===== src/lrutlb_pkg.sv =====
// Shared types and field widths for the LRU translation buffer.
`default_nettype none

package lrutlb_pkg;

    localparam int unsigned PidW  = 16;
    localparam int unsigned KeyW  = 32;
    localparam int unsigned PhysW = 32;

    // Action codes of an input item.
    typedef enum logic {
        ACT_LOOKUP = 1'b0,
        ACT_INSERT = 1'b1
    } t_action;

    // One buffer entry as it moves along the chain.
    typedef struct packed {
        logic             valid;
        logic [PidW-1:0]  process_id;
        logic [KeyW-1:0]  virtual_key;
        logic [PhysW-1:0] physical;
    } t_entry;

    // Probe broadcast to every cell for the item in flight.
    typedef struct packed {
        logic             update;
        logic [PidW-1:0]  process_id;
        logic [KeyW-1:0]  virtual_key;
    } t_probe;

endpackage

`default_nettype wire


===== src/lrutlb_cell.sv =====
// One recency slot of the buffer: tag compare and shift toward the tail.
`default_nettype none

module lrutlb_cell (
    input  wire logic                          i_clk,
    input  wire logic                          i_rst_n,
    input  wire lrutlb_pkg::t_probe            i_probe,
    input  wire lrutlb_pkg::t_entry            i_prev,
    input  wire logic                          i_older,
    input  wire logic [lrutlb_pkg::PhysW-1:0]  i_acc,
    output lrutlb_pkg::t_entry                 o_entry,
    output logic                               o_older,
    output logic [lrutlb_pkg::PhysW-1:0]       o_acc,
    output logic                               o_match
);

    logic                          r_valid;
    logic                          n_valid;
    logic [lrutlb_pkg::PidW-1:0]   r_pid;
    logic [lrutlb_pkg::KeyW-1:0]   r_key;
    logic [lrutlb_pkg::PhysW-1:0]  r_phys;
    logic                          shift;

    assign o_match = r_valid && (r_pid == i_probe.process_id)
                     && (r_key == i_probe.virtual_key);
    assign o_older = o_match | i_older;
    assign o_acc   = i_acc | (o_match ? r_phys : '0);
    // Take the neighbor's entry when the promoted slot sits here or further back.
    assign shift   = i_probe.update & o_older;
    assign n_valid = shift ? i_prev.valid : r_valid;

    assign o_entry.valid       = r_valid;
    assign o_entry.process_id  = r_pid;
    assign o_entry.virtual_key = r_key;
    assign o_entry.physical    = r_phys;

    always_ff @(posedge i_clk) begin
        if (!i_rst_n) begin
            r_valid <= 1'b0;
        end else begin
            r_valid <= n_valid;
        end
    end

    always_ff @(posedge i_clk) begin
        if (shift) begin
            r_pid  <= i_prev.process_id;
            r_key  <= i_prev.virtual_key;
            r_phys <= i_prev.physical;
        end
    end

endmodule

`default_nettype wire


===== src/lru_translation_lookaside_buffer_unit.sv =====
// Top level of the fully associative LRU translation buffer.
//
// A fully associative translation buffer of ENTRIES entries kept as a chain
// of cells ordered by recency: cell 0 holds the most recently used entry and
// the last cell the least recently used one. Each item is a lookup (action 0)
// or an insert/update (action 1), keyed by process id and virtual key. All
// cells compare their tags in parallel. A hit, or any insert, promotes an
// entry to cell 0 while every cell in front of it moves one place back; an
// insert that misses drops the entry in the last cell. Entries start invalid.
// The block takes one item per clock cycle while not stalled, and each result
// appears in the output register in the cycle after the item is accepted; the
// whole compare, select and shift of the chain completes with that acceptance.
// The output register frees the input side: a new item is taken whenever the
// output register is empty or its result is taken in the same cycle. Input
// stall is high while reset is asserted.
`default_nettype none

module lru_translation_lookaside_buffer_unit #(
    parameter int unsigned ENTRIES = 16
) (
    input  wire logic                          i_clk,
    input  wire logic                          i_rst_n,
    input  wire logic                          i_valid,
    output logic                               o_stall,
    input  wire logic                          i_action,
    input  wire logic [lrutlb_pkg::PidW-1:0]   i_process_id,
    input  wire logic [lrutlb_pkg::KeyW-1:0]   i_virtual_key,
    input  wire logic [lrutlb_pkg::PhysW-1:0]  i_physical_value,
    output logic                               o_valid,
    input  wire logic                          i_stall,
    output logic                               o_hit,
    output logic [lrutlb_pkg::PhysW-1:0]       o_physical_out
);

    lrutlb_pkg::t_entry                 cell_entry [ENTRIES];
    logic                               cell_older [ENTRIES+1];
    logic [lrutlb_pkg::PhysW-1:0]       cell_acc   [ENTRIES+1];
    logic [ENTRIES-1:0]                 cell_match;

    lrutlb_pkg::t_probe                 probe;
    lrutlb_pkg::t_entry                 head;
    logic                               accept;
    logic                               hit;
    logic                               is_insert;

    logic                               r_out_valid;
    logic                               n_out_valid;
    logic                               r_hit;
    logic [lrutlb_pkg::PhysW-1:0]       r_phys;

    // Hold the input while the result register is full and stalled.
    assign o_stall   = !i_rst_n || (r_out_valid && i_stall);
    assign accept    = i_valid && !o_stall;
    assign is_insert = (lrutlb_pkg::t_action'(i_action) == lrutlb_pkg::ACT_INSERT);
    assign hit       = |cell_match;

    // Any hit or any insert promotes; a lookup miss leaves the chain alone.
    assign probe.update      = accept && (hit || is_insert);
    assign probe.process_id  = i_process_id;
    assign probe.virtual_key = i_virtual_key;

    // New head: the matched entry, with the new physical value on insert.
    assign head.valid       = 1'b1;
    assign head.process_id  = i_process_id;
    assign head.virtual_key = i_virtual_key;
    assign head.physical    = is_insert ? i_physical_value : cell_acc[0];

    // On an insert miss the whole chain advances and the tail entry drops off.
    assign cell_older[ENTRIES] = !hit;
    assign cell_acc[ENTRIES]   = '0;

    for (genvar g = 0; g < ENTRIES; g++) begin : g_cell
        lrutlb_cell u_cell (
            .i_clk   (i_clk),
            .i_rst_n (i_rst_n),
            .i_probe (probe),
            .i_prev  ((g == 0) ? head : cell_entry[(g == 0) ? 0 : g-1]),
            .i_older (cell_older[g+1]),
            .i_acc   (cell_acc[g+1]),
            .o_entry (cell_entry[g]),
            .o_older (cell_older[g]),
            .o_acc   (cell_acc[g]),
            .o_match (cell_match[g])
        );
    end

    assign n_out_valid = accept || (r_out_valid && i_stall);

    always_ff @(posedge i_clk) begin
        if (!i_rst_n) begin
            r_out_valid <= 1'b0;
        end else begin
            r_out_valid <= n_out_valid;
        end
    end

    // Capture the result of the accepted item.
    always_ff @(posedge i_clk) begin
        if (accept) begin
            r_hit  <= hit;
            r_phys <= (hit && !is_insert) ? cell_acc[0] : '0;
        end
    end

    assign o_valid        = r_out_valid;
    assign o_hit          = r_hit;
    assign o_physical_out = r_phys;

endmodule

`default_nettype wire


===== config.mk =====
export PLATFORM = sky130hd
export DESIGN_NAME = lru_translation_lookaside_buffer_unit
export DESIGN_NICKNAME = d
export VERILOG_FILES = /design/src/lrutlb_pkg.sv /design/src/lrutlb_cell.sv /design/src/lru_translation_lookaside_buffer_unit.sv
export SDC_FILE = /design/constraint.sdc
export NUM_CORES = 2
export LEC_CHECK = 0
export BUFFER_PORTS_ARGS = -buffer_cell sky130_fd_sc_hd__buf_4
export CELL_PAD_IN_SITES_DETAIL_PLACEMENT = 0
export CELL_PAD_IN_SITES_GLOBAL_PLACEMENT = 2
export CORE_UTILIZATION = 43
export DETAILED_ROUTE_END_ITERATION = 8
export PLACE_DENSITY_LB_ADDON = 0.1
export SETUP_SLACK_MARGIN = 0.05
export SLEW_MARGIN = 20
export SYNTH_ARGS = -nofsm -noshare
export SYNTH_HDL_FRONTEND = slang
export SYNTH_SLANG_ARGS = --single-unit

===== constraint.sdc =====
create_clock -name i_clk -period 8.3 [get_ports i_clk]
set_input_delay 1.66 -clock i_clk [delete_from_list [all_inputs] [get_ports i_clk]]
set_output_delay 1.66 -clock i_clk [all_outputs]
set_load 0.005 [all_outputs]

==> impl_summary.log <==
[metrics] result of the run: finished clean
[metrics] Max Cap Viol: 0
[metrics] total power after layout: 14.5 mW
[metrics] final hold violations: 0
[metrics] crit path kind: input pin to flop
[metrics] Worst Tran Pin Value: 967 ps
[metrics] area fraction in compound gates after synthesis: 5.08%
[metrics] maximum vdd ir drop: 0.204 mV
[metrics] horizontal extent of the die: 353 um
[metrics] total negative slack: 0 ps
[metrics] count of flip-flops with a built-in enable after synthesis: 1313
[metrics] Initial DRT Pass Iterations: 6
[metrics] most used flip-flop cell after synthesis: edfxtp_1
[metrics] arrival time of data at the critical path endpoint: 6150 ps
[metrics] met3 Track Usage GR: 4.37%
[metrics] TritonCTS Buffers: 144
[metrics] Final Routed Wirelength: 154 mm
[metrics] required time at the worst-slack endpoint: 8720 ps
[metrics] starting density of the core: 43.5%
[metrics] final core occ: 49.3%
[metrics] GRT Overall Usage: 24.7%
[metrics] mean instance size in the synthesized netlist: 16.8 um^2
[metrics] leakage power: 19.6 nW
[metrics] largest family of logic cells by synthesized area: XOR/XNOR gates
[metrics] number of buffers between clock root and the deepest sink: 3
[metrics] layout overhead on the synthesized area: 13.4%
[metrics] Min-Delay Path Class: flop to flop
[metrics] share of post-route cells with drive strength above 1: 11.9%
[metrics] number of cells on the worst reg-to-reg path: 10
[metrics] Antenna Nets Post-Route: 0
[metrics] DRC violation count after routing: 0
[metrics] largest net degree at the start of global routing: 97
[metrics] count of buffers inserted at the top-level ports: 119
[metrics] Avg Vias per Cell: 5.69
[metrics] fraction of synthesized area in multiplexers: 0.226%
[metrics] clock transition at the register clock pins on the worst setup and hold paths after CTS: 60 ps
[metrics] Die ar.: 125000 um^2
[metrics] top area cells in the synthesized netlist: edfxtp_1 (74%), xor2_1 (7.3%), xnor2_1 (4.2%), a22oi_1 (2.0%), nand4_1 (1.4%)
[metrics] Cell Chain, Critical Path: buf_4, inv_2, a2111o_1, or4_4, nor4_4, buf_4, nor2_1, inv_1, a2111oi_2, nor2_4, buf_4
[metrics] vias in the first global route: 30000
[metrics] synthesized-area fraction occupied by xor and xnor cells: 11.6%
[metrics] post-CTS sizing: 0
[metrics] first-pass GRT wire length: 219 mm
[metrics] routed length per placed instance: 30.5 um
[metrics] number of slew-limit violations in the final report: 0
[metrics] clock skew: 19.9 ps
[metrics] most numerous cell in the Yosys netlist: edfxtp_1
[metrics] maximum single-stage delay on the critical path: 750 ps
[metrics] GRT busiest layer: met2
[metrics] synthesized-area fraction occupied by adder cells: 0%
[metrics] highest clock frequency the design can meet: 175 MHz
[metrics] number of nets produced by synthesis: 3252
[metrics] top cell types by occurrence after synthesis: edfxtp_1 (1313), xor2_1 (444), xnor2_1 (257)
[metrics] clock insertion delay at the later pin of the skew report: 750 ps
[metrics] gpl congestion: 0.944
[metrics] violation count after the first detailed-route iteration: 2910
[metrics] clock tree sinks: 1330
[metrics] count of yosys warnings during synthesis: 0
[metrics] met2 routing resource usage after global routing: 40.2%
[metrics] tightest hold margin: 444 ps
[metrics] worst rel slew slack: 35.4%
[metrics] number of cells in the finished layout apart from fillers: 5059
[metrics] fin nets: 3401
[metrics] hold bufs inserted after CTS: 0
[metrics] final worst-path cycle share: 69.0%
[metrics] kind of end point of the critical path: flop
[metrics] number of cells on the worst hold path: 0
[metrics] Inst Count DP: 4795
[metrics] most repeated library cell on the critical path: buf_4
[metrics] Power Dens Cells: 241 nW/um^2
[metrics] number of buffers inserted to repair setup after CTS: 0
[metrics] count of final setup violators: 0
[metrics] setup slack on the worst flop-to-flop path: 3500 ps
[metrics] Netlist Area Pre-Place: 53100 um^2
[metrics] number of synthesized register bits: 1330
[metrics] met1 track demand over resource in global routing: 33.1%
[metrics] post-synthesis sequential area ratio: 74.9%
[metrics] time the worst path needs with I/O delays and setup: 5720 ps
[metrics] Clock Tree Root: clkbuf_16
[metrics] Post-DP HPWL: 104 mm
[metrics] Die Height: 353 um
[metrics] initial antenna violation count: 0
[metrics] clock tree from TritonCTS: done
[metrics] Post-Synth Simple-Gate Area: 5.77%
[metrics] core region area: 122000 um^2
[metrics] share of flip-flops with an asynchronous set or reset after synthesis: 0%
[metrics] setup repair after global routing missed its margin: no
[metrics] Worst path slowest cell: nor2_4
[metrics] Yosys cell types: 64
[metrics] number of H-tree levels: 4
[metrics] largest area contributor in the netlist: edfxtp_1
[metrics] proportion of netlist area held by the largest area contributor: 74.2%
[metrics] GR Overflow Total: 0
[metrics] Gate Count Post-Synth: 3167
[metrics] number of I/O pins: 120
[metrics] via count: 28800
[metrics] startpoint types: input pin
[metrics] Std-Cell Rows: 128
[metrics] crit-path max FO: 33
[registers in the layout (all words and copies together), names as in the netlist]
signal / cells
g_cell.u_cell.r_key: 512
g_cell.u_cell.r_phys: 512
g_cell.u_cell.r_pid: 256
o_physical_out: 32
g_cell.u_cell.r_valid: 16
o_hit: 1
o_valid: 1
[per-stage QoR]
| step | cell area [um^2] | worst slack (ps) |
|---|---|---|
| floorplan | 53100 | 62.5 |
| global placement | 55700 | 1790 |
| detailed placement | 55700 | 1790 |
| CTS | 60200 | 2550 |
| global route | 60200 | 2370 |
| finish | 60200 | 2580 |
[critical path: cells and delay by family]
| kind | cells | cell delay (ps) |
|---|---|---|
| buf+inv | 5 | 1840 |
| compound gates | 2 | 530 |
| simple gates | 4 | 2020 |
[power breakdown]
part,switching [mW],total [mW],internal [mW],leakage [nW]
logic,0.463,0.663,0.200,5.22
clock network,2.63,6.20,3.57,2.22
registers,0.100,7.63,7.53,12.2
total,3.20,14.5,11.3,19.6
[routing by layer]
layer / part of all wire, % / vias up / wire length (um)
li1: - / 12500 / -
met1: 41 / 14700 / 64000
met2: 48 / 1334 / 73800
met3: 6.9 / 260 / 10600
met4: 3.8 / 0 / 5890
met5: 0 / - / 0
[layout make-up]
cell class                 count  area, um^2
antenna                        2        5.00
tap                         1625        2030
clock inverter                79         677
timing repair buffer         168        1410
clock buffer                 183        3840
sequential                  1330       39800
inverter                      81         307
fill                       10300       62000
multi-input combinational   1591       12200
[cell families after synthesis]
group,after synthesis
AO/OA/AOI/OAI,342
XOR/XNOR,701
buffers and inverters,246
flip-flops,1330
multiplexers,12
AND/OR/NAND/NOR,536
[final timing paths]
path,from,to
setup / recovery,i_process_id[5],g_cell[9].u_cell.r_phys[5]
hold / removal,g_cell[7].u_cell.r_phys[25],g_cell[8].u_cell.r_phys[25]
setup reg to reg,g_cell[11].u_cell.r_pid[10],g_cell[9].u_cell.r_phys[5]
hold reg to reg,g_cell[7].u_cell.r_phys[25],g_cell[8].u_cell.r_phys[25]
[layout by cell type (no fill, tap or decap), types with 9 or more instances in the layout]
cell          n
clkinv_1     32
nand2_1      49
xor2_1      444
nor2_1       71
edfxtp_1   1313
nor2b_1      21
a222oi_1     45
a22o_1       20
clkbuf_16   148
inv_1        79
a22oi_1     141
nand3b_1     12
a221oi_1     21
a21oi_1      37
nor4_1      117
buf_12       12
bufinv_16     9
nor2_4       13
nand4_1     119
clkbuf_1     34
nand3_1      43
o21ai_0      15
nand2b_1     21
buf_4       156
dfxtp_1      17
nor3_1       39
xnor2_1     257
clkinv_2     24
mux2i_1      12
Power figures use the tool's default switching activity.
